==> src/hw/rtl/sbi_pkg.sv <==
// Shared widths, types and constants for the segment to box intersection pipeline.
`timescale 1ns / 1ps
`default_nettype none

package sbi_pkg;

   localparam int unsigned COORD_WIDTH     = 16;
   localparam int unsigned FRAC_BITS       = 20;
   localparam int unsigned DIFF_W          = COORD_WIDTH + 1;
   localparam int unsigned MAG_W           = COORD_WIDTH;
   localparam int unsigned QUOT_W          = FRAC_BITS + 1;
   localparam int unsigned T_W             = FRAC_BITS + 2;
   localparam int unsigned STEPS_PER_STAGE = 3;
   localparam int unsigned DIV_STAGES      =
      (QUOT_W + STEPS_PER_STAGE - 1) / STEPS_PER_STAGE;
   localparam int unsigned PIPE_W          = DIV_STAGES + 1;
   localparam int unsigned CLIP_STAGES     = 3;
   localparam int unsigned LATENCY         = 1 + DIV_STAGES + CLIP_STAGES;

   typedef logic signed [COORD_WIDTH-1:0] coord_type;
   typedef logic signed [DIFF_W-1:0]      diff_type;
   typedef logic        [MAG_W-1:0]       mag_type;
   typedef logic        [MAG_W:0]         rem_type;
   typedef logic        [QUOT_W-1:0]      quot_type;
   typedef logic signed [T_W-1:0]         t_type;

   typedef struct packed {
      logic neg;
      logic sat;
   } lane_tag_type;

   typedef struct packed {
      lane_tag_type tag;
      quot_type     quot;
   } lane_res_type;

   typedef struct packed {
      logic moving;
      logic in_slab;
   } axis_type;

   localparam t_type T_ZERO  = '0;
   localparam t_type T_UNDER = '1;
   localparam t_type T_ONE   = t_type'(1) << FRAC_BITS;
   localparam t_type T_OVER  = T_ONE + t_type'(1);

endpackage

`default_nettype wire

==> src/hw/rtl/sbi_div.sv <==
// Pipelined restoring divider that forms the fixed-point ratio of two magnitudes.
`timescale 1ns / 1ps
`default_nettype none

module sbi_div (
   input  logic                  clock,
   input  sbi_pkg::mag_type      num,
   input  sbi_pkg::mag_type      den,
   input  sbi_pkg::lane_tag_type tag_in,
   output sbi_pkg::lane_res_type res
);
   import sbi_pkg::*;

   rem_type      rem_in  [DIV_STAGES];
   quot_type     quot_in [DIV_STAGES];
   rem_type      rem_ff  [DIV_STAGES-1];
   mag_type      den_ff  [DIV_STAGES-1];
   quot_type     quot_ff [DIV_STAGES];
   lane_tag_type tag_ff  [DIV_STAGES];

   for (genvar s = 0; s < DIV_STAGES; s++) begin : g_stage
      rem_type      rem_src;
      mag_type      den_src;
      quot_type     quot_src;
      lane_tag_type tag_src;

      if (s == 0) begin : g_first
         assign rem_src  = {1'b0, num};
         assign den_src  = den;
         assign quot_src = '0;
         assign tag_src  = tag_in;
      end else begin : g_next
         assign rem_src  = rem_ff[s-1];
         assign den_src  = den_ff[s-1];
         assign quot_src = quot_ff[s-1];
         assign tag_src  = tag_ff[s-1];
      end

      always_comb begin
         rem_type  r;
         rem_type  diff;
         quot_type q;
         logic     qbit;
         r    = rem_src;
         q    = quot_src;
         diff = '0;
         qbit = 1'b0;
         for (int k = 0; k < STEPS_PER_STAGE; k++) begin
            if (s * STEPS_PER_STAGE + k < QUOT_W) begin
               qbit = (r >= {1'b0, den_src});
               diff = r - {1'b0, den_src};
               q    = {q[QUOT_W-2:0], qbit};
               r    = qbit ? {diff[MAG_W-1:0], 1'b0} : {r[MAG_W-1:0], 1'b0};
            end
         end
         rem_in[s]  = r;
         quot_in[s] = q;
      end

      always_ff @(posedge clock) begin
         quot_ff[s] <= quot_in[s];
         tag_ff[s]  <= tag_src;
      end

      if (s < DIV_STAGES - 1) begin : g_carry
         always_ff @(posedge clock) begin
            rem_ff[s] <= rem_in[s];
            den_ff[s] <= den_src;
         end
      end
   end

   assign res.tag  = tag_ff[DIV_STAGES-1];
   assign res.quot = quot_ff[DIV_STAGES-1];

endmodule

`default_nettype wire

==> config.mk <==
export PLATFORM = sky130hd
export DESIGN_NAME = sbi_div
export DESIGN_NICKNAME = d
export VERILOG_FILES = /design/src/hw/rtl/sbi_pkg.sv /design/src/hw/rtl/sbi_div.sv
export SDC_FILE = /design/constraint.sdc
export NUM_CORES = 1
export LEC_CHECK = 0
export ABC_CLOCK_PERIOD_IN_PS = 13900
export BUFFER_PORTS_ARGS = -buffer_cell sky130_fd_sc_hd__clkbuf_2
export CAP_MARGIN = 20
export CORE_ASPECT_RATIO = 1.5
export CORE_MARGIN = 2
export CORE_UTILIZATION = 55
export CTS_BUF_LIST = sky130_fd_sc_hd__clkbuf_2 sky130_fd_sc_hd__clkbuf_4 sky130_fd_sc_hd__clkbuf_8
export DETAILED_ROUTE_END_ITERATION = 10
export GPL_TIMING_DRIVEN = 0
export PLACE_DENSITY = 0.71
export SYNTH_ARGS = -nofsm -noshare
export SYNTH_HDL_FRONTEND = slang
export SYNTH_SLANG_ARGS = --single-unit
==> constraint.sdc <==
create_clock -name clock -period 13.9 [get_ports clock]
set_input_delay 0.695 -clock clock [delete_from_list [all_inputs] [get_ports clock]]
set_output_delay 0.695 -clock clock [all_outputs]
set_load 0.01 [all_outputs]
==> summary.txt <==
Floorplanning
  – Die width: 175 um
  – Die area: 45700 um^2
  – Core area: 43600 um^2
  – Top Ports: 58
  – Die Height: 261 um
  – Initial core utilization: 0.554
  – Rows: 94

Synth
  – Post-Synthesis Cells: 2808
  – Synthesized net count: 3174
  – Register area share after synthesis: 0.240
  – Synth async-reset ratio: 0
  – Syn. warnings: 0
  – Cell area after synthesis: 24200 um^2
  – #FFs+latches synth: 290
  – Post-synth EDFFs: 0
  – Avg Cell Area, Syn: 8.62 um^2
  – Top FF cell, synth: dfxtp_1
  – Yosys cell types: 94

Cells and area
  – Layout Cells excl Fill: 3522
  – Multi-input gate area: 17400 um^2
  – Nets: 3279
  – Filler cell count: 3963
  – Area delta synth->final: 8.92%
  – Commonest non-fill, non-tap cell in the layout: ha_1
  – Reg area: 5810 um^2
  – Layout cells sized above 1: 0.138
  – Most frequent cells in the layout: ha_1 (323), dfxtp_1 (290), a21oi_1 (214)

Global routing
  – Vias in the first global route: 22000
  – Maximum number of pins on one net before global-route repair: 14
  – Gr ovfl total: 0
  – Initial antenna violation count: 1
  – Total routing usage reported by global routing: 0.303
  – First-pass GRT wire length: 111000 um

STA
  – Max-slew violations: 0
  – Setup TNS: 0 ps
  – Post-route setup slack: 4610 ps
  – Final Hold Fails: 0
  – Tightest Pin Transition: 836 ps
  – RSZ-0062 raised after global routing: false
  – Crit share post-route: 0.668
  – Final Setup Violations: 0
  – Rel. slew slack: 0.437
  – Tmin final: 9290 ps
  – Max Clock Skew: 50.2 ps
  – Achievable Freq: 108 MHz

Clock tree
  – Setup Fix Bufs, Post-CTS: 0
  – Sink Count: 290
  – # resized after CTS: 0
  – Clk_lat worst skew: 640 ps
  – Clock Path Buffers: 3
  – CTS H-tree depth: 2
  – CTS tree: built
  – Cts hold-fix bufs: 0
  – Cts bufs inserted: 46
  – Reg clk slew, reported paths: 60 ps
  – Root Buffer: clkbuf_8

Worst setup path
  – Crit. Startpoint: den[0]
  – Worst reg2reg path depth: 33
  – CP max-delay cell: nor4_1
  – Worst setup EP type: flip-flop
  – Reg-to-reg critical path startpoint: den_ff[0][10]
  – Crit path kind: primary input to flip-flop
  – End of the critical path: rem_ff[0][11]
  – Nature of the critical path startpoint: primary input
  – Critical-path maximum fanout: 10
  – Worst EP arrival: 9810 ps
  – Largest stage delay, worst path: 730 ps
  – CP Depth: 33
  – CP delay by family, top: compound AO/OA/AOI/OAI gates
  – Worst Path Required: 14420 ps
  – Crit path buffers/inverters: 6
  – Reg-to-Reg End: rem_ff[1][11]
  – Setup slack, reg-to-reg: 5150 ps

Placed design
  – Port Buf Inserts: 57
  – Final estimated routing congestion in global placement: 0.960
  – Inst Count DP: 3441
  – Hpwl dp: 57300 um
  – Pre-CTS WS: 4050 ps

Drt
  – Routed Antenna Nets: 0
  – Via count: 21200
  – TritonRoute pass-1 iters: 5
  – Final WL: 69700 um
  – DRC Markers: 0
  – Initial DRC count: 925
  – Mean number of vias per cell: 6.03
  – Wire per inst: 19.8 um

Flow run
  – Total of max-cap violations: 0

Outcome
  – Status: finished, final reports clean

Worst hold path
  – Hold WC Path Type: primary input to flip-flop
-- state kept, by name (all words and copies together) (netlist names) --
name     flops
den_ff      96
rem_ff      96
quot_ff     84
tag_ff      14
-- per-layer routing --
metal / up-vias / part of all wire / GRT usage
met5: - / 0 / 0
met2: 611 / 0.51 / 0.570
met4: 0 / 0.090 / 0.249
met3: 288 / 0.038 / 0.0363
met1: 9893 / 0.36 / 0.295
li1: 10400 / - / -
-- through the flow --
step	hold WS, ps	util	cell area, um^2
detailed placement	313	0.578	25200
floorplan	310	-	24200
finish	177	0.604	26400
global route	153	0.604	26400
global placement	310	0.578	25200
CTS	136	0.604	26400
-- worst min-delay path by stage --
stage                              from       endpoint  slack (ps)  cells past startpoint
after global placement    quot_ff[4][2]  quot_ff[5][5]         310                      0
after global routing             den[9]   den_ff[0][9]         150                      1
final                            den[9]   den_ff[0][9]         180                      1
after floorplan           quot_ff[0][0]  quot_ff[1][3]         310                      0
after CTS                     tag_in[0]   tag_ff[0][0]         140                      1
after detailed placement  quot_ff[2][6]  quot_ff[3][9]         310                      0
-- cell type report --
class                           instances  share of cell area
Sequential cell                       290               0.220
Inverter                              194              0.0276
Buffer                                 49              0.0104
Clock inverter                         18              0.0129
Clock buffer                           62              0.0307
Tap cell                              576              0.0273
Timing Repair Buffer                   57              0.0108
Antenna cell                            1           0.0000950
Multi-Input combinational cell       2275               0.660
-- cell families after synthesis --
logic type | share of synthesized area
AND/OR/NAND/NOR | 0.144
XOR/XNOR | 0.0833
AO/OA/AOI/OAI | 0.220
adder cells (fa/ha/maj) | 0.174
buffers and inverters | 0.0414
flip-flops | 0.240
multiplexers | 0.0980
-- synth_stat cells (all sizes together), types with 26 or more instances --
master	number	share of area
a211oi	29	0.0096
a21o	112	0.035
a21oi	215	0.045
a31oi	32	0.0085
buf	27	0.0078
dfxtp	290	0.24
ha	323	0.17
inv	194	0.030
mux2	191	0.094
nand2	175	0.027
nand2b	35	0.0091
nand3	29	0.0060
nand4	49	0.013
nor2	184	0.029
nor2b	39	0.010
nor3	63	0.013
o21a	67	0.021
o21ai	170	0.035
o21bai	29	0.0095
o31ai	26	0.0081
xnor2	146	0.053
xor2	84	0.030
Power is not shown: default switching activity piles up to over one toggle a cycle in this logic, so the estimate is an artifact.
