[config.mk]
export PLATFORM = sky130hd
export DESIGN_NAME = sbi_prep
export DESIGN_NICKNAME = d
export VERILOG_FILES = /design/src/hw/rtl/sbi_pkg.sv /design/src/hw/rtl/sbi_prep.sv
export SDC_FILE = /design/constraint.sdc
export NUM_CORES = 1
export LEC_CHECK = 0
export ABC_CLOCK_PERIOD_IN_PS = 4200
export BUFFER_PORTS_ARGS = -buffer_cell sky130_fd_sc_hd__buf_2
export CAP_MARGIN = 40
export CORE_ASPECT_RATIO = 0.6
export CORE_MARGIN = 1
export CORE_UTILIZATION = 50
export CTS_BUF_LIST = sky130_fd_sc_hd__clkbuf_16
export CTS_CLUSTER_DIAMETER = 40
export CTS_CLUSTER_SIZE = 24
export DETAILED_ROUTE_END_ITERATION = 10
export GPL_TIMING_DRIVEN = 1
export PLACE_DENSITY = 0.75
export SLEW_MARGIN = 25
export SYNTH_ARGS = -nofsm -noshare
export SYNTH_HDL_FRONTEND = slang
export SYNTH_SLANG_ARGS = --single-unit
export TNS_END_PERCENT = 30
[constraint.sdc]
create_clock -name clock -period 4.2 [get_ports clock]
set_input_delay 0.84 -clock clock [delete_from_list [all_inputs] [get_ports clock]]
set_output_delay 0.84 -clock clock [all_outputs]
set_load 0.05 [all_outputs]
[src/hw/rtl/sbi_pkg.sv]
// Shared widths, types and constants for the segment to box intersection pipeline.
`timescale 1ns / 1ps
`default_nettype none

package sbi_pkg;

   localparam int unsigned COORD_WIDTH     = 16;
   localparam int unsigned FRAC_BITS       = 20;
   localparam int unsigned DIFF_W          = COORD_WIDTH + 1;
   localparam int unsigned MAG_W           = COORD_WIDTH;
   localparam int unsigned QUOT_W          = FRAC_BITS + 1;
   localparam int unsigned T_W             = FRAC_BITS + 2;
   localparam int unsigned STEPS_PER_STAGE = 3;
   localparam int unsigned DIV_STAGES      =
      (QUOT_W + STEPS_PER_STAGE - 1) / STEPS_PER_STAGE;
   localparam int unsigned PIPE_W          = DIV_STAGES + 1;
   localparam int unsigned CLIP_STAGES     = 3;
   localparam int unsigned LATENCY         = 1 + DIV_STAGES + CLIP_STAGES;

   typedef logic signed [COORD_WIDTH-1:0] coord_type;
   typedef logic signed [DIFF_W-1:0]      diff_type;
   typedef logic        [MAG_W-1:0]       mag_type;
   typedef logic        [MAG_W:0]         rem_type;
   typedef logic        [QUOT_W-1:0]      quot_type;
   typedef logic signed [T_W-1:0]         t_type;

   typedef struct packed {
      logic neg;
      logic sat;
   } lane_tag_type;

   typedef struct packed {
      lane_tag_type tag;
      quot_type     quot;
   } lane_res_type;

   typedef struct packed {
      logic moving;
      logic in_slab;
   } axis_type;

   localparam t_type T_ZERO  = '0;
   localparam t_type T_UNDER = '1;
   localparam t_type T_ONE   = t_type'(1) << FRAC_BITS;
   localparam t_type T_OVER  = T_ONE + t_type'(1);

endpackage

`default_nettype wire

[src/hw/rtl/sbi_prep.sv]
// Input stage for one axis: offsets, magnitudes, signs and the zero-extent slab test.
`timescale 1ns / 1ps
`default_nettype none

module sbi_prep (
   input  logic                 clock,
   input  sbi_pkg::coord_type   start_c,
   input  sbi_pkg::coord_type   end_c,
   input  sbi_pkg::coord_type   box_min,
   input  sbi_pkg::coord_type   box_max,
   output sbi_pkg::axis_type    axis,
   output sbi_pkg::mag_type     num_min,
   output sbi_pkg::mag_type     num_max,
   output sbi_pkg::lane_tag_type tag_min,
   output sbi_pkg::lane_tag_type tag_max,
   output sbi_pkg::mag_type     den
);
   import sbi_pkg::*;

   function automatic mag_type mag_of(input diff_type v);
      diff_type neg_v;
      neg_v = -v;
      return v[DIFF_W-1] ? neg_v[MAG_W-1:0] : v[MAG_W-1:0];
   endfunction

   diff_type     delta;
   diff_type     off_min;
   diff_type     off_max;
   mag_type      mag_delta;
   mag_type      mag_min;
   mag_type      mag_max;

   axis_type     axis_in;
   lane_tag_type tag_min_in;
   lane_tag_type tag_max_in;
   mag_type      den_in;

   axis_type     axis_ff;
   mag_type      num_min_ff;
   mag_type      num_max_ff;
   lane_tag_type tag_min_ff;
   lane_tag_type tag_max_ff;
   mag_type      den_ff;

   always_comb begin
      delta     = diff_type'(end_c) - diff_type'(start_c);
      off_min   = diff_type'(box_min) - diff_type'(start_c);
      off_max   = diff_type'(box_max) - diff_type'(start_c);
      mag_delta = mag_of(delta);
      mag_min   = mag_of(off_min);
      mag_max   = mag_of(off_max);

      axis_in.moving  = (delta != '0);
      axis_in.in_slab = (start_c >= box_min) && (start_c <= box_max);

      tag_min_in.neg = off_min[DIFF_W-1] ^ delta[DIFF_W-1];
      tag_min_in.sat = (mag_min > mag_delta);
      tag_max_in.neg = off_max[DIFF_W-1] ^ delta[DIFF_W-1];
      tag_max_in.sat = (mag_max > mag_delta);

      den_in = axis_in.moving ? mag_delta : mag_type'(1);
   end

   always_ff @(posedge clock) begin
      axis_ff    <= axis_in;
      num_min_ff <= mag_min;
      num_max_ff <= mag_max;
      tag_min_ff <= tag_min_in;
      tag_max_ff <= tag_max_in;
      den_ff     <= den_in;
   end

   assign axis    = axis_ff;
   assign num_min = num_min_ff;
   assign num_max = num_max_ff;
   assign tag_min = tag_min_ff;
   assign tag_max = tag_max_ff;
   assign den     = den_ff;

endmodule

`default_nettype wire

==> results.py, run 1 <==
metrics = {
    "timing": {
        "rsz0062_at_grt": "yes",
        "slew_headroom_pct": 62.0,
        "period_minus_slack_ns": 4.37,
        "tightest_slew_ns": 0.563,
        "final_max_slew_viol_count": 0,
        "setup_violations": 2,
        "fin_ws_ns": -0.169,
        "hold_viol": 0,
        "finalCritPeriodShare_pct": 104,
        "fmax_mhz": 229,
    },
    "yosys": {
        "ys_seq_elements": 54,
        "ys.flop_type": "dfxtp_1",
        "syn_area_sq_um": 5560,
        "ys_types": 71,
        "ys_seq_area_share_pct": 19.4,
        "synth_top_area_share_pct": 19.4,
        "synth_fp_nets": 813,
        "synthTopCellsByArea": "dfxtp_1 (19%), ha_1 (17%), xnor2_1 (6.6%), xor2_1 (5.2%), a21oi_1 (4.2%)",
        "syn-instance-count": 668,
        "synth_edf_count": 0,
        "ys_async_sr_fraction_pct": 0,
        "ys_warn_count": 0,
        "syn_area_per_cell_sq_um": 8.33,
        "synth_largest_area_cell": "dfxtp_1",
    },
    "critical_path": {
        "worstPathRequired_ns": 4.37,
        "path_max_fanout": 3,
        "crit_arrival_ns": 4.54,
        "cp_common_cell": "buf_4",
        "crit_path_end_kind": "flip-flop",
        "crit_path_top_delay_cell": "fa_1",
        "start_kind": "primary input",
        "path_class": "in -> reg",
        "max_stage_delay_ns": 0.40,
        "path_cells": "buf_4 > buf_4 > ha_1 > fa_1 > nand2b_1 > a21oi_2 > buf_4 > buf_4 > nor4_1 > nor3_1 > buf_4 > buf_4 > nor3_1 > and3_1 > nor2_1 > xnor2_1 > ha_1 > maj3_1 > a311oi_2 > a21oi_1",
    },
    "cells_and_area": {
        "finalNetCount": 1158,
        "fin_util_pct": 79.6,
        "n_antenna_cell": 0,
        "area_growth_pct": 53.2,
        "drive_above_1_share_pct": 42.9,
        "final_area_sq_um": 8520,
        "final_common_cell": "buf_4",
        "final_cell_mix": "buf_4 (231), buf_2 (117), ha_1 (70)",
    },
    "placement": {
        "io_buffers": 118,
        "pre_cts_ws_ns": -0.568,
        "place_congestion": 0.953,
        "post-dp-hpwl_microns": 16500,
        "dpl-instance-area_sq_um": 7900,
    },
    "clock_network": {
        "cts_tree": "built",
        "htreeDepth": 2,
        "ctsHoldBuffers": 0,
        "path_clk_slew_ns": 0.07,
        "clockBufferDepth": 2,
        "cts-buffers-inserted": 5,
        "clkSinkCount": 54,
        "cts_root_buf": "clkbuf_16",
    },
    "run_status": {
        "status": "complete, but fails checks",
        "violations": "DRC, setup timing",
    },
    "global_route": {
        "antenna_found_initial": 0,
        "grt_pass1_vias": 6340,
        "grt_pass1_wl_microns": 32100,
        "grt_remaining_overflow": 0,
        "track_usage_pct": 35.0,
        "grt_max_degree": 17,
    },
    "power": {
        "power_leakage_uw": 0.00423,
        "ir_worst_vdd_mv": 0.300,
        "power_density_nw_per_um2": 503,
    },
    "drt": {
        "wirelength_microns": 21900,
        "drtIter0Drc": 637,
        "drc": 24,
        "num_vias": 6857,
        "avgViaCountPerCell": 5.95,
        "wl_per_cell_microns": 19.0,
        "postRouteAntennaNets": 0,
        "dr.pass1.iters": 9,
    },
    "floorplanning": {
        "rows": 29,
        "floorplan.initialDensity_pct": 52.0,
        "die_x_microns": 138,
        "core_sq_um": 10700,
        "die_area_sq_um": 11600,
        "die_h_microns": 83.7,
        "ios": 119,
    },
    "hold_path": {
        "hp-class": "in -> reg",
    },
    "flow_run": {
        "cap_violations": 0,
    },
}
worst max-delay path, delay by kind of cell:
family,cells,cell delay (ns)
AO/OA/AOI/OAI,3,0.50
buffers and inverters,6,0.86
adder cells (fa/ha/maj),4,1.22
AND/OR/NAND/NOR,6,1.01
XOR/XNOR,1,0.14
kinds of logic (layout without fill, tap and decap cells):
kind of cell	count (synthesis)	count (layout)	synth area share, %
and+or+nand+nor	194	194	18.7
xor gates and xnor gates	82	82	13.9
DFF	54	54	19.4
muxes	1	1	0.180
buffers and inverters	63	408	4.70
adders and majority gates	84	84	19.1
AOI/OAI and AO/OA	190	190	24.0
stage by stage:
stage / std cells / power, uW / hold WS, ns / TNS (ns)
6_report: 1152 / 4280 / 0.969 / -0.283
2_1_floorplan: 668 / 2420 / 1.10 / -0.0316
5_1_grt: 1152 / 4430 / 0.969 / -0.481
3_5_place_dp: 1130 / 3450 / 1.31 / -1.07
4_1_cts: 1150 / 4020 / 0.976 / -0.00104
3_3_place_gp: 1130 / 3370 / 1.31 / -0.755
path summary, 6_finish.rpt:
check             startpoint                  to  slack [ns]  cells after the start
setup / recovery  start_c[0]  tag_max[0]$_DFF_P_       -0.17                     20
hold / removal    start_c[0]   den[0]$_SDFF_PN1_        0.97                      3
cell type report:
cell class	count	area, sq um
well taps	139	174
flip-flops and latches	54	1080
multi-input cells	551	4580
inverters	51	194
clock inverters	2	15.0
clock buffers	5	125
repair buffers	350	2350
fillers	659	2180
where the power goes:
part | internal (uW) | switching [uW]
sequential | 692 | 43.9
clock | 218 | 182
combinational | 1240 | 1910
cell usage after synthesis, drive strengths merged, types with 13 or more instances:
cell,instances
ha,77
inv,51
xor2,37
a21o,19
xnor2,45
nand4,13
a21oi,51
nor3,15
nor2,45
dfxtp,54
o21ai,32
nand2,29
flip-flops by register name (all words and copies together) (netlist names):
name	flops
den	16
num_max	16
num_min	16
axis	2
tag_max	2
tag_min	2
what timing repair did:
item / in CTS / in global routing
pin swaps: 22 / 13
setup endpoints to repair: 2 / 2
hold endpoints to repair: 0 / 0
cloned: 0 / 0
resized for setup: 36 / 34
buffers inserted: 13 / 2
routing by layer:
metal  part of all wire [%]  up-vias  track usage, %
li1                       -     3121               -
met3                     10       73            5.16
met4                    3.0        0            10.9
met5                      0        -               0
met1                     44     3204            49.3
met2                     42      459            55.0
(Power assumes the default switching activity.)
==> inputs of run 2 (changes only) <==
==> constraint.sdc (replaced) <==
create_clock -name clock -period 4.2 [get_ports clock]
set_input_delay 0.42 -clock clock [delete_from_list [all_inputs] [get_ports clock]]
set_output_delay 0.42 -clock clock [all_outputs]
set_load 0.05 [all_outputs]
==> run 2 against run 1 <==
- the run ends with DRC left
- count of clock-buffer cells in the layout unchanged
- first-iteration DRC count down 19%
- final area down 19%
- highest routed layer unchanged
==> results.py, run 2 (same netlist as run 1, synthesis figures left out) <==
metrics = {
    "run_status": {
        "status": "complete, but fails checks",
        "violations": "DRC",
    },
    "drt": {
        "num_vias": 5761,
        "avgViaCountPerCell": 5.87,
        "wirelength_microns": 17600,
        "drc": 24,
        "wl_per_cell_microns": 17.9,
        "postRouteAntennaNets": 0,
        "drtIter0Drc": 518,
        "dr.pass1.iters": 9,
    },
    "critical_path": {
        "crit_path_top_delay_cell": "or4_4",
        "crit_arrival_ns": 4.26,
        "path_cells": "buf_2 > inv_1 > ha_1 > or4_4 > o21a_1 > a31o_4 > a221o_4 > a31oi_2 > xor2_1 > ha_1 > a21o_1 > a21o_1 > a21oi_1 > o21ai_0 > a41oi_1 > a211o_1 > a21oi_1",
        "start_kind": "primary input",
        "cp-startpoint": "start_c[7]",
        "path_class": "in -> reg",
        "max_stage_delay_ns": 0.54,
        "path_max_fanout": 9,
        "worstPathRequired_ns": 4.37,
        "crit_path_end_kind": "flip-flop",
    },
    "timing": {
        "period_minus_slack_ns": 4.08,
        "timing.hold.ws_ns": 0.628,
        "setup_violations": 0,
        "hold_viol": 0,
        "setup-tns-final_ns": 0,
        "tightest_slew_ns": 0.637,
        "fmax_mhz": 245,
        "final_max_slew_viol_count": 0,
        "slew_headroom_pct": 57.2,
        "finalCritPeriodShare_pct": 97.2,
    },
    "clock_network": {
        "cts_tree": "built",
        "cts_root_buf": "clkbuf_16",
        "path_clk_slew_ns": 0.07,
        "htreeDepth": 2,
        "clkSinkCount": 54,
        "clockBufferDepth": 2,
        "cts-buffers-inserted": 5,
    },
    "cells_and_area": {
        "fillers": 909,
        "drive_above_1_share_pct": 26.7,
        "final_common_cell": "buf_2",
        "area_growth_pct": 24.7,
        "n_antenna_cell": 0,
        "fin_util_pct": 64.8,
        "finalNetCount": 986,
        "final_area_sq_um": 6940,
        "final_cell_mix": "buf_2 (118), ha_1 (76), buf_4 (60)",
    },
    "floorplanning": {
        "rows": 29,
        "die_x_microns": 138,
        "die_h_microns": 83.7,
        "ios": 119,
        "core_sq_um": 10700,
        "floorplan.initialDensity_pct": 52.0,
        "die_area_sq_um": 11600,
    },
    "placement": {
        "place_congestion": 0.978,
        "dpl-instance-area_sq_um": 6690,
        "post-dp-hpwl_microns": 14900,
        "io_buffers": 118,
    },
    "power": {
        "power.total_uw": 3650,
        "power_density_nw_per_um2": 526,
        "power_leakage_uw": 0.00334,
        "ir_worst_vdd_mv": 0.288,
    },
    "global_route": {
        "grt_max_degree": 17,
        "grt_pass1_vias": 5141,
        "track_usage_pct": 29.8,
        "grt_pass1_wl_microns": 27200,
        "antenna_found_initial": 0,
        "grt_remaining_overflow": 0,
    },
    "hold_path": {
        "hold_start": "box_max[15]",
        "hp-class": "in -> reg",
    },
    "flow_run": {
        "cap_violations": 0,
    },
}
## run 2: cell count changes in the layout (fill, tap and decap cells not counted), sizes merged
cell / delta
buf: -172
bufinv: +1
clkinvlp: -1
inv: +1
## run 2: metrics by stage
stage,setup WS [ns],std cells
final,0.116,981
after global routing,-0.00613,981
after detailed placement,-0.0633,971
after global placement,-0.000536,971
after CTS,0.232,979
after floorplan,0.308,668
## run 2: path summary, 6_finish.rpt
kind | endpoint | slack [ns] | cells past startpoint
worst min-delay path | axis[0]$_DFF_P_ | 0.63 | 4
worst max-delay path | tag_max[0]$_DFF_P_ | 0.12 | 17
## run 2: metal layers
layer / share of wire (%) / routed length, microns / GRT usage (%) / vias to the layer above
met5: 0 / 0 / 0 / -
met2: 39 / 6910 / 43.4 / 329
li1: - / - / - / 2784
met3: 10 / 1810 / 4.70 / 17
met1: 50 / 8720 / 46.0 / 2631
met4: 0.78 / 138 / 4.90 / 0
## run 2: repair_timing
action	4_1_cts	5_1_grt
hold buffers	0	0
endpoints found under the hold margin	0	0
setup endpoints to repair	0	1
setup buffers	0	2
resized for setup	0	14
## run 2: area by class of cell
type | instances | area (sq um) | area share (%)
Multi-Input combinational cell | 551 | 4280 | 61.7
Sequential cell | 54 | 1080 | 15.6
Timing Repair Buffer | 178 | 1040 | 15.0
Inverter | 51 | 191 | 2.76
Tap cell | 139 | 174 | 2.51
Clock buffer | 5 | 125 | 1.80
Clock inverter | 3 | 41.3 | 0.595
## run 2: where the power goes
part           leakage (uW)  internal, uW  switching, uW  total (uW)
clock             0.0000812           279            179         458
sequential         0.000455           692           45.9         738
combinational       0.00280           819           1630        2450
total               0.00334          1790           1860        3650
## run 2: worst max-delay path: cells and delay by family
kind            cells  cell delay [ns]
compound gates     11             2.28
simple gates        1             0.54
xor+xnor            1             0.29
buf+inv             2             0.17
fa+ha+maj           2             0.55
==> inputs of run 3 (changes only) <==
==> constraint.sdc (replaced) <==
create_clock -name clock -period 4.2 [get_ports clock]
set_input_delay 0.63 -clock clock [delete_from_list [all_inputs] [get_ports clock]]
set_output_delay 0.63 -clock clock [all_outputs]
set_load 0.05 [all_outputs]
==> run 3 against run 2 <==
- the run still ends with DRC left
- die area did not move
- count of clock-buffer cells in the layout did not move
- total power rose by 6.8%
- final area rose by 9.9%
- worst hold slack improved by 0.19 ns
- critical path type unchanged
- routed wire length rose by 7.9%
- critical endpoint unchanged
==> results.py, run 3 (same netlist as run 1, synthesis figures left out) <==
metrics = {
    "placement": {
        "io_buffers": 118,
        "post-dp-hpwl_microns": 15600,
        "place_congestion": 0.962,
    },
    "global_route": {
        "grt_remaining_overflow": 0,
        "use_met3_pct": 2.87,
        "use_met2_pct": 49.8,
        "track_usage_pct": 32.1,
        "grt_pass1_vias": 5758,
        "antenna_found_initial": 0,
        "met1_usage_pct": 47.6,
        "grt_pass1_wl_microns": 29400,
        "grt_max_degree": 17,
        "globalRoute.busiestLayer": "met2",
    },
    "power": {
        "power.total_uw": 3900,
        "p_sw_share_pct": 49.7,
        "power_leakage_uw": 0.00374,
        "p_seq_share_pct": 18.9,
        "p_comb_share_pct": 69.4,
        "p_switching_uw": 1940,
        "p_clk_share_pct": 11.7,
        "power_density_nw_per_um2": 511,
        "internal_power_uw": 1960,
        "ir_worst_vdd_mv": 0.347,
    },
    "floorplanning": {
        "floorplan.initialDensity_pct": 52.0,
        "ios": 119,
        "die_h_microns": 83.7,
        "die_x_microns": 138,
        "rows": 29,
        "die_area_sq_um": 11600,
        "core_sq_um": 10700,
    },
    "critical_path": {
        "cp-startpoint": "start_c[3]",
        "worstPathRequired_ns": 4.38,
        "start_kind": "primary input",
        "crit_path_end_kind": "flip-flop",
        "path_max_fanout": 6,
        "path_class": "in -> reg",
        "crit_arrival_ns": 4.31,
    },
    "run_status": {
        "violations": "DRC",
        "status": "complete, but fails checks",
    },
    "cells_and_area": {
        "final_common_cell": "buf_4",
        "seqCellArea_sq_um": 1080,
        "final_cell_mix": "buf_4 (136), buf_2 (118), ha_1 (72)",
        "fillers": 837,
        "n_antenna_cell": 0,
        "multi_input_area_sq_um": 4380,
        "drive_above_1_share_pct": 34.5,
        "finalNetCount": 1063,
        "area_growth_pct": 37.1,
    },
    "drt": {
        "wirelength_microns": 19000,
        "avgViaCountPerCell": 5.78,
        "postRouteAntennaNets": 0,
        "drc": 25,
        "num_vias": 6117,
        "drtIter0Drc": 432,
        "dr.pass1.iters": 8,
        "wl_per_cell_microns": 17.9,
    },
    "clock_network": {
        "path_clk_slew_ns": 0.07,
        "cts_tree": "built",
        "clockBufferDepth": 2,
        "ctsHoldBuffers": 0,
        "cts_root_buf": "clkbuf_16",
        "cts-buffers-inserted": 5,
        "clkSinkCount": 54,
        "htreeDepth": 2,
    },
    "timing": {
        "fmax_mhz": 242,
        "finalCritPeriodShare_pct": 98.5,
        "hold_viol": 0,
        "period_minus_slack_ns": 4.14,
        "rsz0062_at_grt": "yes",
        "setup_violations": 0,
        "tightest_slew_ns": 0.572,
        "slew_headroom_pct": 60.9,
        "final_max_slew_viol_count": 0,
        "timing.hold.ws_ns": 0.821,
    },
    "hold_path": {
        "hp-class": "in -> reg",
        "hold_start": "end_c[0]",
    },
    "flow_run": {
        "cap_violations": 0,
    },
}
==> run 3: power groups by stage <==
stage	Sequential (uW)	Clock (uW)	Combinational, uW
floorplan	1380	0	1040
global placement	737	0	2440
detailed placement	745	0	2510
CTS	736	462	2540
global route	750	482	2850
finish	735	457	2700
==> run 3: metrics by stage <==
stage / setup TNS [ns] / area (sq um) / worst slack (ns) / std cells / util [%]
CTS: 0 / 7430 / 0.00574 / 1053 / 69.4
detailed placement: -0.500 / 7260 / -0.278 / 1045 / 67.8
global placement: -0.312 / 7260 / -0.159 / 1045 / 67.8
global route: -0.0906 / 7630 / -0.0482 / 1058 / 71.3
finish: 0 / 7630 / 0.0623 / 1058 / 71.3
floorplan: 0 / 5560 / 0.0978 / 668 / -
==> run 3: metal layers <==
layer  up-vias  part of all wire, %  routed length (microns)
met5         -                    0                        0
met4         0                  1.4                      260
met3        26                  7.9                     1500
met2       315                   42                     8000
met1      2838                   49                     9220
li1       2938                    -                        -
==> run 3: area by class of cell <==
class | count | area share [%]
clock buffer | 5 | 1.64
clock inverter | 3 | 0.541
inverter | 51 | 2.51
multi-input combinational | 551 | 57.5
sequential | 54 | 14.2
tap | 139 | 2.28
timing repair buffer | 255 | 21.4
==> run 3: worst max-delay path, cell delays in order <==
cell	delay [ns]
buf_2	0.08
inv_1	0.07
buf_4	0.14
ha_1	0.33
o21ai_0	0.27
a21oi_2	0.07
o21a_1	0.21
a31o_1	0.27
a221o_4	0.41
a31oi_1	0.19
xor2_1	0.32
ha_1	0.32
a21o_1	0.17
a21o_1	0.17
a21oi_1	0.13
o21ai_0	0.11
a41oi_1	0.19
a211o_1	0.17
a21oi_1	0.07
==> run 3: final timing paths <==
kind | endpoint | cells after the start
max | tag_max[0]$_DFF_P_ | 19
min | den[0]$_SDFF_PN1_ | 4
==> run 3: what timing repair did <==
action                     4_1_cts  5_1_grt
buffers inserted                 0        5
resized for setup                0       33
setup endpoints to repair        0        2
