===== config.mk =====
export PLATFORM = sky130hd
export DESIGN_NAME = sbi_clip
export DESIGN_NICKNAME = d
export VERILOG_FILES = /design/src/hw/rtl/sbi_pkg.sv /design/src/hw/rtl/sbi_clip.sv
export SDC_FILE = /design/constraint.sdc
export NUM_CORES = 1
export LEC_CHECK = 0
export BUFFER_PORTS_ARGS = -buffer_cell sky130_fd_sc_hd__buf_2
export CORE_MARGIN = 1
export CORE_UTILIZATION = 25
export CTS_CLUSTER_SIZE = 30
export DETAILED_ROUTE_END_ITERATION = 7
export HOLD_SLACK_MARGIN = 0.1
export SYNTH_ARGS = -nofsm -noshare
export SYNTH_HDL_FRONTEND = slang
export SYNTH_SLANG_ARGS = --single-unit

===== constraint.sdc =====
create_clock -name clock -period 9.3 [get_ports clock]
set_input_delay 1.86 -clock clock [delete_from_list [all_inputs] [get_ports clock]]
set_output_delay 1.86 -clock clock [all_outputs]
set_load 0.02 [all_outputs]

===== src/hw/rtl/sbi_pkg.sv =====
// Shared widths, types and constants for the segment to box intersection pipeline.
`timescale 1ns / 1ps
`default_nettype none

package sbi_pkg;

   localparam int unsigned COORD_WIDTH     = 16;
   localparam int unsigned FRAC_BITS       = 20;
   localparam int unsigned DIFF_W          = COORD_WIDTH + 1;
   localparam int unsigned MAG_W           = COORD_WIDTH;
   localparam int unsigned QUOT_W          = FRAC_BITS + 1;
   localparam int unsigned T_W             = FRAC_BITS + 2;
   localparam int unsigned STEPS_PER_STAGE = 3;
   localparam int unsigned DIV_STAGES      =
      (QUOT_W + STEPS_PER_STAGE - 1) / STEPS_PER_STAGE;
   localparam int unsigned PIPE_W          = DIV_STAGES + 1;
   localparam int unsigned CLIP_STAGES     = 3;
   localparam int unsigned LATENCY         = 1 + DIV_STAGES + CLIP_STAGES;

   typedef logic signed [COORD_WIDTH-1:0] coord_type;
   typedef logic signed [DIFF_W-1:0]      diff_type;
   typedef logic        [MAG_W-1:0]       mag_type;
   typedef logic        [MAG_W:0]         rem_type;
   typedef logic        [QUOT_W-1:0]      quot_type;
   typedef logic signed [T_W-1:0]         t_type;

   typedef struct packed {
      logic neg;
      logic sat;
   } lane_tag_type;

   typedef struct packed {
      lane_tag_type tag;
      quot_type     quot;
   } lane_res_type;

   typedef struct packed {
      logic moving;
      logic in_slab;
   } axis_type;

   localparam t_type T_ZERO  = '0;
   localparam t_type T_UNDER = '1;
   localparam t_type T_ONE   = t_type'(1) << FRAC_BITS;
   localparam t_type T_OVER  = T_ONE + t_type'(1);

endpackage

`default_nettype wire


===== src/hw/rtl/sbi_clip.sv =====
// Clamps the slab parameters, intersects the intervals and registers the hit flag.
`timescale 1ns / 1ps
`default_nettype none

module sbi_clip (
   input  logic                  clock,
   input  logic                  reset,
   input  logic                  in_valid,
   input  sbi_pkg::axis_type     axis_x,
   input  sbi_pkg::axis_type     axis_z,
   input  sbi_pkg::lane_res_type res_x_min,
   input  sbi_pkg::lane_res_type res_x_max,
   input  sbi_pkg::lane_res_type res_z_min,
   input  sbi_pkg::lane_res_type res_z_max,
   output logic                  rsp_valid,
   output logic                  rsp_hit
);
   import sbi_pkg::*;

   function automatic t_type to_t(input lane_res_type r);
      t_type t;
      if (r.tag.neg) begin
         t = (r.tag.sat || (r.quot != '0)) ? T_UNDER : T_ZERO;
      end else if (r.tag.sat) begin
         t = T_OVER;
      end else begin
         t = t_type'({1'b0, r.quot});
      end
      return t;
   endfunction

   t_type ta_x, tb_x, ta_z, tb_z;
   t_type lo_x_in, hi_x_in, lo_z_in, hi_z_in;
   logic  miss_a_in;
   t_type lo_b_in, hi_b_in;
   logic  hit_in;

   logic  vld_a_ff, vld_b_ff, rsp_valid_ff;
   t_type lo_x_ff, hi_x_ff, lo_z_ff, hi_z_ff;
   logic  miss_a_ff, miss_b_ff;
   t_type lo_b_ff, hi_b_ff;
   logic  rsp_hit_ff;

   always_comb begin
      ta_x = axis_x.moving ? to_t(res_x_min) : T_UNDER;
      tb_x = axis_x.moving ? to_t(res_x_max) : T_OVER;
      ta_z = axis_z.moving ? to_t(res_z_min) : T_UNDER;
      tb_z = axis_z.moving ? to_t(res_z_max) : T_OVER;

      lo_x_in = (ta_x > tb_x) ? tb_x : ta_x;
      hi_x_in = (ta_x > tb_x) ? ta_x : tb_x;
      lo_z_in = (ta_z > tb_z) ? tb_z : ta_z;
      hi_z_in = (ta_z > tb_z) ? ta_z : tb_z;

      miss_a_in = (!axis_x.moving && !axis_x.in_slab) ||
                  (!axis_z.moving && !axis_z.in_slab);
   end

   always_comb begin
      lo_b_in = T_ZERO;
      if (lo_x_ff > lo_b_in) lo_b_in = lo_x_ff;
      if (lo_z_ff > lo_b_in) lo_b_in = lo_z_ff;
      hi_b_in = T_ONE;
      if (hi_x_ff < hi_b_in) hi_b_in = hi_x_ff;
      if (hi_z_ff < hi_b_in) hi_b_in = hi_z_ff;
   end

   assign hit_in = !miss_b_ff && (lo_b_ff <= hi_b_ff);

   always_ff @(posedge clock) begin
      if (reset) begin
         vld_a_ff     <= 1'b0;
         vld_b_ff     <= 1'b0;
         rsp_valid_ff <= 1'b0;
      end else begin
         vld_a_ff     <= in_valid;
         vld_b_ff     <= vld_a_ff;
         rsp_valid_ff <= vld_b_ff;
      end
   end

   always_ff @(posedge clock) begin
      lo_x_ff    <= lo_x_in;
      hi_x_ff    <= hi_x_in;
      lo_z_ff    <= lo_z_in;
      hi_z_ff    <= hi_z_in;
      miss_a_ff  <= miss_a_in;
      lo_b_ff    <= lo_b_in;
      hi_b_ff    <= hi_b_in;
      miss_b_ff  <= miss_a_ff;
      rsp_hit_ff <= hit_in;
   end

   assign rsp_valid = rsp_valid_ff;
   assign rsp_hit   = rsp_hit_ff;

endmodule

`default_nettype wire


==> flow_results.org, run 1 <==
** Status
- Run status :: complete, no violations

** Synth
- Summing the areas of all compound-gate instances in the mapped netlist gives 20.5% of the synthesized area.
- Sorting the synthesized cells by how often they occur yields 138 x dfxtp_1, 109 x ha_1, 101 x a21oi_1.
- By area, the combinational part of the netlist is dominated by simple AND/OR/NAND/NOR gates.
- Number of warnings reported in the yosys synthesis log :: 0
- Multiplexer area fraction after synthesis :: 9.42%
- By instance count, the leading cell after synthesis is dfxtp_1.
- Net Count, Synth :: 1399
- Synthesized cell area :: 9850 um^2
- For this run, the leading register cell type out of synthesis is dfxtp_1.
- Gate count after technology mapping :: 1191
- Counting flops with an async set or reset pin after synthesis yields a share of 0%.
- Ranking of synthesized cells by area :: dfxtp_1 28%, ha_1 14%, mux2i_1 8.7%, a21oi_1 5.1%, o21ai_0 4.4%
- Mean instance size in the synthesized netlist :: 8.27 um^2
- Yosys mapped the design onto 56 distinct sky130hd cell types.
- Number of synthesized flops with an enable pin :: 0
- Register area share after synthesis :: 28.0%
- Of the total synthesized cell area, the portion taken by AND, OR, NAND and NOR gates is 21.3%.
- In this run the biggest area consumer among cell types represents 28.0% of the synthesized area.
- Area share of fa/ha/maj cells after synthesis :: 13.8%
- Of the total synthesized cell area, the portion taken by XOR and XNOR cells is 0%.
- The synthesized design spends more area on one cell type than any other, namely dfxtp_1.
- Flop and latch count out of synthesis :: 138

** Drt
- After detailed routing, the total wire length is 29600 um.
- In the final routed layout, each cell accounts on average for 16.7 um.
- Iter 0 DRT Violations :: 554
- Total number of vias :: 9004
- In the routed design, unresolved DRC markers number 0.
- Via density :: 5.08
- The count of nets left with antenna violations once routing finished came out at 0.
- Number of detailed-routing iterations run before antenna repair :: 5

** Worst setup path
- STA classifies the critical path startpoint as a primary input.
- Max FO, Critical Path :: 28
- Cell type group with the largest total delay on the critical path :: simple AND/OR/NAND/NOR gates
- Required @ worst endpoint :: 9.61 ns
- Crit path largest cell delay :: 0.70 ns
- Critical path class :: primary input to flip-flop
- Arrival @ worst endpoint :: 6.53 ns
- Cell repeated most along the worst path :: nand4_1
- The slowest stage of the critical path belongs to the cell mux2i_4.
- The critical path goes through buf_2 -> nor4_1 -> nand4_1 -> o21ai_0 -> nand2_1 -> a21oi_1 -> inv_1 -> ha_1 -> nand4_1 -> and4bb_1 -> o31ai_2 -> o311ai_4 -> mux2i_4 -> buf_4 -> mux2i_1.
- The number of buffers and inverters on the critical path is 3.
- The worst setup path is captured at a flip-flop.

** STA
- At the pin with the least slew margin, the transition time is 1.41 ns.
- The max-slew violation count was 0.
- Setup violations, final :: 0
- In this run the tightest slew margin relative to its limit is 6.11%.
- Final worst clock skew :: 0.0134 ns
- The clock period could shrink to 6.22 ns.
- Setup total negative slack on the finished layout was measured at 0 ns.
- Final hold analysis gives a worst-case slack of 0.387 ns.
- Derived from the worst setup path, the maximum achievable clock frequency is 0.161 GHz.
- The worst path uses 66.9% of the clock period.
- Setup repair after global routing left no endpoint under its margin.
- The number of hold violations in the final report came to 0.

** Clock network
- At the later pin of the worst-skew pair, clock insertion delay measures 0.43 ns.
- CTS Buf Count :: 17
- The H-tree was split into 4 levels.
- The longest clock path from root to sink contains 2 buffers.
- TritonCTS clock tree :: built
- Counting every sink on the clock net gives 138.
- After clock tree synthesis, the flow added hold-fix buffers numbering 0.
- The tree is rooted in a clkbuf_16.
- Post-CTS repair changed the size of 0 cells.
- In this run the post-CTS setup repair buffer count came out at 0.
- Clk slew on worst S/H paths :: 0.07 ns

** Die
- Rows :: 72
- The die covers 40200 um^2.
- Placeable core region :: 38700 um^2
- In this run the vertical extent of the chip is 201 um.
- From left edge to right edge, the die measures 201 um.
- Top-level I/O count :: 101
- The initial utilization of the core area, before any placement, comes to 25.4%.

** Run
- Total of max-cap violations :: 0

** Final layout
- For this run, the post-layout net count is 1451.
- Fill cells in the final layout number 4170.
- Total area of multi-input combinational cells :: 6430 um^2
- Fraction of final layout cells sized beyond drive strength 1 :: 12.4%
- For this run, the share of the core covered by cells in the final layout is 29.2%.
- Compared with the post-synthesis result, the final layout area differs by 14.9%.
- Diode count :: 0
- Sequential Area :: 2760 um^2
- Final Non-Filler Cells :: 1774

** Power
- Share of total power in the clock network :: 27.5%
- The internal power of the cells totals 1.55 mW.
- For this design the ratio of total power to cell area is 226 nW/um^2.
- Switching component of the power :: 1.01 mW
- Registers are responsible for 33.0% of the overall power.
- Peak VDD IR :: 0.118 mV
- For this design the static power due to leakage is 4.94 nW.
- Proportion of power drawn by combinational gates :: 39.5%
- Switch share :: 39.3%

** Min path
- The min-delay analysis places its worst path in the category flip-flop to flip-flop.

** GRT
- Summed over all layers, the global routing overflow is 0.
- Global routing consumed, over all layers together, 14.7% of the routing resources.
- The first global-routing pass estimated 46800 um of wire.
- Antenna violations before repair :: 0
- Vias in the first global route :: 8619
- Entering global routing, the biggest net connects 70 pins.

** Place
- In this run, placement finished with an instance count of 1742.
- PortBufs :: 100
- Post-detail-place hpwl :: 23100 um
- Final weighted congestion of routability-driven global placement :: 0.910
[metrics by stage]
stage                     power, mW  setup WS, ns  cell area [um^2]
after floorplan                1.56          4.47              9850
after global placement         1.83          2.71             10700
after detailed placement       1.86          2.67             10700
after CTS                      2.57          3.12             11300
after global routing           2.74          2.69             11300
final                          2.56          3.08             11300
[routing by layer]
layer / global-route usage (%) / routed length, um / up-vias
li1: - / - / 4459
met1: 18.6 / 13300 / 4265
met2: 24.9 / 14100 / 234
met3: 2.24 / 1260 / 46
met4: 5.86 / 877 / 0
met5: 0 / 0 / -
[registers in the layout (all words and copies together), names as in the netlist, 22 cells and up]
register	flops
lo_b_ff	22
lo_z_ff	22
hi_x_ff	22
hi_z_ff	22
hi_b_ff	22
lo_x_ff	22
[logic make-up (layout without fill, tap and decap cells)]
| group | Yosys count | after routing |
|---|---|---|
| other cells | 1 | 1 |
| buf+inv | 155 | 220 |
| compound gates | 319 | 319 |
| flops | 138 | 138 |
| mux | 90 | 90 |
| fa+ha+maj | 109 | 109 |
| simple gates | 379 | 379 |
[final cells by class]
cell class              count  area share (%)
clock buffers              18            3.79
clock inverters            14            1.59
inverters                  79            2.62
multi-input cells         898            56.8
flip-flops and latches    138            24.4
well taps                 518            5.73
repair buffers            109            5.02
[worst paths after layout]
path / slack [ns] / end / from / cells after the start
worst min register to register: 0.39 / miss_b_ff / miss_a_ff / 0
worst max register to register: 4.89 / hi_b_ff[18] / hi_x_ff[21] / 9
worst max-delay path: 3.08 / hi_z_ff[12] / res_z_min[4] / 15
worst min-delay path: 0.39 / miss_b_ff / miss_a_ff / 0
[power groups by stage]
stage          Sequential, mW  Clock (mW)  Combinational (mW)
3_3_place_gp            0.857           0               0.971
3_5_place_dp            0.860           0               0.998
6_report                0.846       0.704                1.01
2_1_floorplan           0.806           0               0.753
4_1_cts                 0.847       0.716                1.00
5_1_grt                 0.859       0.741                1.14
[cells in the final DEF, fill, tap and decap left out, types with 5 or more instances in the layout]
cell	count
nand2_1	68
clkbuf_16	17
nor3_1	7
nor2_1	68
o311ai_0	20
nand2b_1	7
o2111ai_1	23
buf_4	9
mux2i_1	86
a2bb2oi_1	16
inv_1	79
nor2b_1	64
and3_1	53
nor4_1	21
dfxtp_1	138
ha_1	108
nand4_1	21
a21oi_1	101
o21a_1	5
o21ai_0	87
and4_1	8
nor3b_1	23
nand3_1	25
o21ai_1	12
buf_2	100
a21o_1	24
(Power assumes the default switching activity.)
==> run 2, diff against run 1 <==
--- a/config.mk
+++ b/config.mk
@@ -5,6 +5,7 @@
 export SDC_FILE = /design/constraint.sdc
 export NUM_CORES = 1
 export LEC_CHECK = 0
+export ABC_AREA = 1
 export BUFFER_PORTS_ARGS = -buffer_cell sky130_fd_sc_hd__buf_2
 export CORE_MARGIN = 1
 export CORE_UTILIZATION = 25
==> constraint.sdc (replaced) <==
create_clock -name clock -period 6.01 [get_ports clock]
set_input_delay 1.202 -clock clock [delete_from_list [all_inputs] [get_ports clock]]
set_output_delay 1.202 -clock clock [all_outputs]
set_load 0.02 [all_outputs]
==> flow_results.org, run 2 <==
** Synth
- Register area share after synthesis :: 28.9%
- By area, the combinational part of the netlist is dominated by simple AND/OR/NAND/NOR gates.
- Number of warnings reported in the yosys synthesis log :: 0
- Ranking of synthesized cells by area :: dfxtp_1 29%, nand2_1 19%, ha_1 14%, nand3_1 11%, inv_1 7.8%
- The average instance in the mapped netlist occupies 6.36 um^2.
- Cell taking the most area after synthesis :: dfxtp_1
- Net Count, Synth :: 1712
- Dominant cell by count in the synthesized netlist :: nand2_1
- Gate count after technology mapping :: 1504
- The cell area that synthesis handed to floorplanning was 9570 um^2.
- Of the total synthesized cell area, the portion taken by full adders, half adders and majority gates is 14.3%.
- Area fraction in compound gates after synthesis :: 4.76%
- Yosys mapped a number of flops with a built-in enable equal to 0.
- Commonest register cell after synthesis :: dfxtp_1
- In the synthesized netlist, mux cells make up 0% of the area.
- Flop and latch count out of synthesis :: 138
- Fraction of synthesized cell area in xor and xnor cells :: 0%
- Cell variety after synth :: 34
- Of the total synthesized cell area, the portion taken by AND, OR, NAND and NOR gates is 40.2%.
- Area fraction of the dominant cell type after synthesis :: 28.9%
- Commonest cells in the netlist :: 485 x nand2_1, 217 x nand3_1, 200 x inv_1
- Of all flip-flops after synthesis, the portion carrying an async set or reset was 0%.

** STA
- Dividing the final minimum period by the clock period gives 69.1%.
- Max-Slew Margin vs Limit :: 31.4%
- The max-slew violation count was 0.
- RSZ-0062 raised after global routing :: no
- In the final timing run, aggregate negative setup slack is 0 ns.
- At the pin with the least slew margin, the transition time is 1.03 ns.
- The number of hold violations in the final report was 0.
- After layout, the minimum clock period comes to 4.15 ns.
- Max Clk Rate :: 0.241 GHz
- Setup violations remaining at the end of the flow were counted as 0.
- Final worst clock skew :: 0.0136 ns

** GRT
- GRT Overall Usage :: 14.4%
- After global routing the overflow that remains totals 0.
- The initial antenna violation count is 1.
- Entering global routing, the biggest net connects 45 pins.
- The first global-routing pass estimated 44000 um of wire.
- The via count of the first global-routing pass was 8671.

** Die
- Vertical die dimension :: 198 um
- Floorplan die width :: 198 um
- In this run the count of I/O pins placed on the die edge is 101.
- Total Die Area :: 39100 um^2
- The floorplan has 71 rows.
- Once the floorplan was initialized, standard cells occupied 25.4% of the core.
- The core region is 37700 um^2.

** Drt
- The first TritonRoute pass finished after 5 iterations.
- In the final routed layout, each cell accounts on average for 13.0 um.
- DRC violation count after routing :: 0
- In the routed layout, each cell is associated on average with a via count of 4.48.
- Across all layers, the routed design uses 9366 vias.
- For this block, the initial DRC count from the detailed router was 632.
- The routed design has 27200 um of wire.
- Once detail routing completed, the nets flagged for antenna violations numbered 0.

** Worst setup path
- For this design, the slowest cell found on the critical path is nand2_1.
- Along the worst path, the maximum fanout reaches 44.
- STA classifies the critical path endpoint as a flip-flop.
- Cells along the critical path :: buf_2 -> nor2_1 -> nand2_1 -> nor2_1 -> nand2_1 -> nand3b_1 -> nand2_1 -> nand2_1 -> ha_1 -> nand2_2 -> nor2_4 -> nand2_1 -> nand3_1 -> nor2_1 -> nand3_2 -> nand2_1 -> nand3_4 -> nand2_1 -> nand2_1
- Crit path largest cell delay :: 0.51 ns
- At the worst endpoint, the arrival time is 4.46 ns.
- Required @ worst endpoint :: 6.32 ns
- Element type at the critical path start :: primary input
- Critical path class :: primary input to flip-flop
- Counting stages on the worst path, the most repeated cell is nand2_1.

** Place
- Routability-driven placement finished with a final weighted congestion of 0.877.
- After legalization and detailed placement, the total HPWL measured 22000 um.
- In this run the cell area measured after placement is 10400 um^2.
- In this run, placement finished with an instance count of 2058.
- PortBufs :: 100

** Clock network
- Buffers inserted during clock tree synthesis total 17.
- Clock-pin slew was measured on the worst setup and hold paths at 0.06 ns.
- Number of levels in the clock H-tree :: 4
- Clock tree synthesis found a total of 138 sinks.
- Buffers inserted to repair hold after CTS numbered 0.
- TritonCTS built the clock tree.
- Buffer levels on the longest clock path :: 2
- Worst skew pair latency :: 0.43 ns
- Setup repair bufs after CTS :: 0
- The root buffer cell chosen for the clock tree is clkbuf_16.
- After clock tree synthesis, the repair step resized 0 gates.

** Power
- Leakage power total :: 5.89 nW
- The worst-case IR drop observed on VDD is 0.237 mV.
- Areal power density over the cells :: 355 nW/um^2
- Summing internal, switching and leakage power gives 3.90 mW.

** Final layout
- Once layout is complete, the cells apart from fillers number 2090.
- Most used cells in the layout excluding fill and tap cells :: 485 x nand2_1, 217 x nand3_1, 200 x inv_1
- Fraction of final layout cells sized beyond drive strength 1 :: 9.63%
- Filler cells :: 4194
- The repair_antennas step left the layout with diodes totalling 0.
- Relative to the synthesized area, the layout overhead comes to 14.8%.
- Leading cell type in the layout, fill and taps excluded :: nand2_1
- The finished cells cover 11000 um^2.
- At the end of the flow, the number of nets in the layout was 1774.

** Min path
- The tightest min-delay check is of the flip-flop to flip-flop type.

** Run
- Total of max-cap violations :: 0

** Status
- The run finished with clean final reports.
==> run 2: changes by cell type in the layout (fill, tap and decap cells not counted), sizes merged, moves of 17 or more <==
cell / delta
a21o: -19
a21oi: -35
and3: -53
inv: +119
mux2i: -88
nand2: +424
nand3: +196
nor2: +95
nor2b: -64
nor3b: -23
nor4: -17
o2111ai: -23
o21ai: -95
o311ai: -22
==> run 2: layer usage <==
layer  up-vias  track usage, %  wire length (um)
met2       219            24.9             13200
li1       4881               -                 -
met3        39            2.15              1110
met1      4227            17.4             11900
met4         0            6.75              1040
met5         -               0                 0
==> run 2: metrics by stage <==
stage,util (%),setup slack [ns],hold slack (ns)
after floorplan,-,2.45,0.310
after global placement,27.5,1.48,0.311
after detailed placement,27.5,1.43,0.317
after CTS,29.1,1.88,0.331
after global routing,29.1,1.52,0.333
final,29.1,1.86,0.327
==> run 2: critical path, delay by kind of cell <==
family / cells / cell delay, ns
buffers and inverters: 1 / 0.11
adders and majority gates: 1 / 0.44
and+or+nand+nor: 17 / 2.72
==> run 2: cell families after synthesis <==
family / count (synthesis)
AO/OA/AOI/OAI: 84
other: 1
adder cells (fa/ha/maj): 109
flip-flops: 138
buffers and inverters: 264
AND/OR/NAND/NOR: 908
==> run 2: worst paths after layout <==
kind,from,slack (ns),cells past startpoint,to
max,res_x_min[6],1.86,19,lo_x_ff[4]
min,miss_a_ff,0.33,0,miss_b_ff
max reg2reg,lo_x_ff[16],2.24,14,lo_b_ff[16]
min reg2reg,miss_a_ff,0.33,0,miss_b_ff
==> run 2: final cells by class <==
class	instances	area [um^2]	area share (%)
multi-input combinational	1102	5660	51.6
clock buffer	18	429	3.91
inverter	202	758	6.91
clock inverter	14	186	1.70
timing repair buffer	105	538	4.90
sequential	138	2760	25.2
tap	511	639	5.82
==> run 2: report_power, final <==
| part | total, mW | switching [mW] | leakage (nW) | internal [mW] |
|---|---|---|---|---|
| sequential | 1.33 | 0.144 | 1.16 | 1.19 |
| clock | 1.09 | 0.426 | 0.300 | 0.664 |
| combinational | 1.48 | 0.954 | 4.43 | 0.522 |
| total | 3.90 | 1.52 | 5.89 | 2.37 |
==> run 3, diff against run 2 <==
--- a/config.mk
+++ b/config.mk
@@ -5,7 +5,7 @@
 export SDC_FILE = /design/constraint.sdc
 export NUM_CORES = 1
 export LEC_CHECK = 0
-export ABC_AREA = 1
+export ABC_AREA = 0
 export BUFFER_PORTS_ARGS = -buffer_cell sky130_fd_sc_hd__buf_2
 export CORE_MARGIN = 1
 export CORE_UTILIZATION = 25
==> constraint.sdc (replaced) <==
create_clock -name clock -period 3.6 [get_ports clock]
set_input_delay 0.72 -clock clock [delete_from_list [all_inputs] [get_ports clock]]
set_output_delay 0.72 -clock clock [all_outputs]
set_load 0.02 [all_outputs]
==> flow_results.org, run 3 (same netlist as run 1, synthesis figures left out) <==
** GRT
- Entering global routing, the biggest net connects 51 pins.
- Antenna violations before repair :: 0
- GRT Overall Usage :: 15.6%
- Global-route wire length before repair :: 50700 um
- Vias in the first global route :: 9861
- Gr ovfl total :: 0

** Worst setup path
- Arrival @ worst endpoint :: 4.04 ns
- Cells along the critical path :: buf_6 -> nor4_4 -> buf_4 -> nand4_1 -> o21ai_2 -> nand2_4 -> buf_12 -> a21oi_4 -> inv_2 -> ha_4 -> nand4_1 -> and4bb_2 -> o31ai_4 -> o311ai_4 -> mux2i_4 -> clkbuf_16 -> mux2_4
- In this design, the stage delay of the slowest critical-path cell is 0.42 ns.
- In this design, the largest share of critical-path delay is due to simple AND/OR/NAND/NOR gates.
- Cell repeated most along the worst path :: nand4_1
- The worst setup path is captured at a flip-flop.
- The setup path with the least slack is of type primary input to flip-flop.
- Cell with the largest stage delay on the worst path :: and4bb_2
- For the worst setup path, the data required time is 3.92 ns.
- STA classifies the critical path startpoint as a primary input.
- In this run the register-to-register setup slack is 0.05 ns.
- Buf/Inv on CP :: 5
- Of all nets on the critical path, the largest fanout is 7.

** Die
- For this configuration, the core starts out at a cell density of 25.4%.
- Total Die Area :: 40200 um^2
- The region available for standard cell placement spans 38700 um^2.
- In this run the core area contains 72 standard-cell rows.
- Vertical die dimension :: 201 um
- Top-level I/O count :: 101
- Floorplan die width :: 201 um

** Place
- At the placement stage, the worst setup path has a slack of -0.556 ns.
- Input and output buffers added on the ports amount to 100.
- The congestion estimate from routability-driven global placement came to 0.928.
- Once placement completed, the tool counted placed cells totaling 1972.
- Detailed placement ended at an HPWL of 25300 um.

** STA
- On the final layout, the worst clock skew is 0.0117 ns.
- Setup violations remaining at the end of the flow were counted as 43.
- Once routing completed, OpenROAD measured the worst setup slack at -0.117 ns.
- Final Hold Vio Count :: 0
- Max Clk Rate :: 0.269 GHz
- The worst path uses 103% of the clock period.
- The max-slew violation count was 0.
- Setup repair after global routing could not meet its margin everywhere.
- For the finished layout, the period the worst path requires is 3.72 ns.
- Worst Max-Slew Pin Slew :: 0.777 ns
- Max-Slew Margin vs Limit :: 47.5%

** Clock network
- Sink Count :: 138
- For this design, the CTS-stage hold fixing added 0 buffers.
- Buffer levels on the longest clock path :: 2
- Clock tree root driver cell :: clkbuf_16
- TritonCTS clock tree :: built
- Clk slew on worst S/H paths :: 0.07 ns
- Number of levels in the clock H-tree :: 4
- CTS Buf Count :: 17
- The clock reaches the later pin of the worst-skew pair after 0.43 ns.

** Drt
- Post-route antenna net violation count :: 0
- Summed over all layers, the routed wires come to 34400 um.
- For this run, design rule violations remaining after detail routing come to 0.
- Via density :: 5.05
- Iter 0 DRT Violations :: 666
- Mean routed wirelength per cell :: 16.8 um
- The detailed router placed 10322 vias in this run.
- For this run, the detailed router's first-pass iteration total came to 5.

** Final layout
- Final Non-Filler Cells :: 2043
- Leaving out fill and tap cells, the most frequent cells in the layout are 241 x buf_4, 136 x dfxtp_1, 92 x buf_2.
- The multi-input combinational cells in the finished layout cover a total of 7450 um^2.
- Area delta synth->final :: 50.5%
- Sequential Area :: 2770 um^2
- Diode count :: 0
- Leading cell type in the layout, fill and taps excluded :: buf_4
- The post-route netlist has 37.9% of its cells at a drive strength greater than 1.
- Nets@finish :: 1720
- Filler cells :: 3839
- For this run, the share of the core covered by cells in the final layout is 38.3%.

** Min path
- Hold crit path type :: flip-flop to flip-flop

** Power
- Across the VDD grid, the largest voltage drop is 0.347 mV.
- Power spread over the standard cell area amounts to 495 nW/um^2.
- Leakage power total :: 6.53 nW

** Run
- The tool flagged a number of max-cap violations equal to 0.

** Status
- The final reports fail on negative setup slack.
- Run status :: finished with violations
[run 3: cell count changes in the layout (fill, tap and decap cells not counted), sizes merged, moves of 22 or more]
cell	change
a21oi	+35
and3	+53
buf	+261
inv	-119
mux2i	+88
nand2	-424
nand3	-196
nor2	-95
nor2b	+64
nor3b	+23
o2111ai	+23
o21ai	+95
o311ai	+22
[run 3: what timing repair did]
item,in CTS,in global routing
pin swaps,4,67
gates cloned,1,13
endpoints found under the setup margin,70,109
gates resized for setup,9,205
setup buffers,2,23
[run 3: layout make-up]
cell class | instances | share of cell area, %
well taps | 518 | 4.37
inverters | 79 | 2.00
clock buffers | 18 | 2.96
multi-input cells | 898 | 50.2
flip-flops and latches | 138 | 18.6
clock inverters | 14 | 1.00
repair buffers | 378 | 20.8
[run 3: worst reg2reg max path, cell delays in order (launching register included)]
cell and delay, ns:
dfxtp_1 0.41, or4_1 0.56, nor2_1 0.21, a31oi_4 0.17
buf_12 0.20, nand2_2 0.11, ha_4 0.14, nand4_1 0.21
nor4_2 0.36, buf_4 0.17, nand4_1 0.13, buf_4 0.18
buf_8 0.14, and3_4 0.20, a2bb2oi_2 0.16, nand3_2 0.09
[run 3: final timing paths]
check / startpoint / end / depth (start not counted)
max reg2reg: lo_x_ff[9] / lo_b_ff[9] / 15
min reg2reg: miss_a_ff / miss_b_ff / 0
max: res_z_min[19] / lo_z_ff[21] / 17
min: miss_a_ff / miss_b_ff / 0
[run 3: through the flow]
stage	setup TNS [ns]	power (mW)	area, um^2	hold slack, ns
6_report	-2.78	7.34	14800	0.330
5_1_grt	-12.27	7.81	14800	0.338
4_1_cts	0	6.94	13300	0.331
3_5_place_dp	-41.31	5.15	12700	0.321
3_3_place_gp	-41.74	5.06	12700	0.326
2_1_floorplan	0	4.04	9980	0.310
[run 3: power breakdown]
group	switching, mW	internal, mW
registers	0.286	1.93
logic	1.79	1.58
clock network	0.750	0.996
total	2.82	4.51
[run 3: per-layer routing]
| layer | global-route usage [%] | wire length, um | share of wire [%] |
|---|---|---|---|
| met1 | 19.4 | 14800 | 43 |
| met2 | 26.7 | 16800 | 49 |
| met3 | 2.56 | 1660 | 4.8 |
| met4 | 6.38 | 1130 | 3.3 |
| met5 | 0 | 0 | 0 |
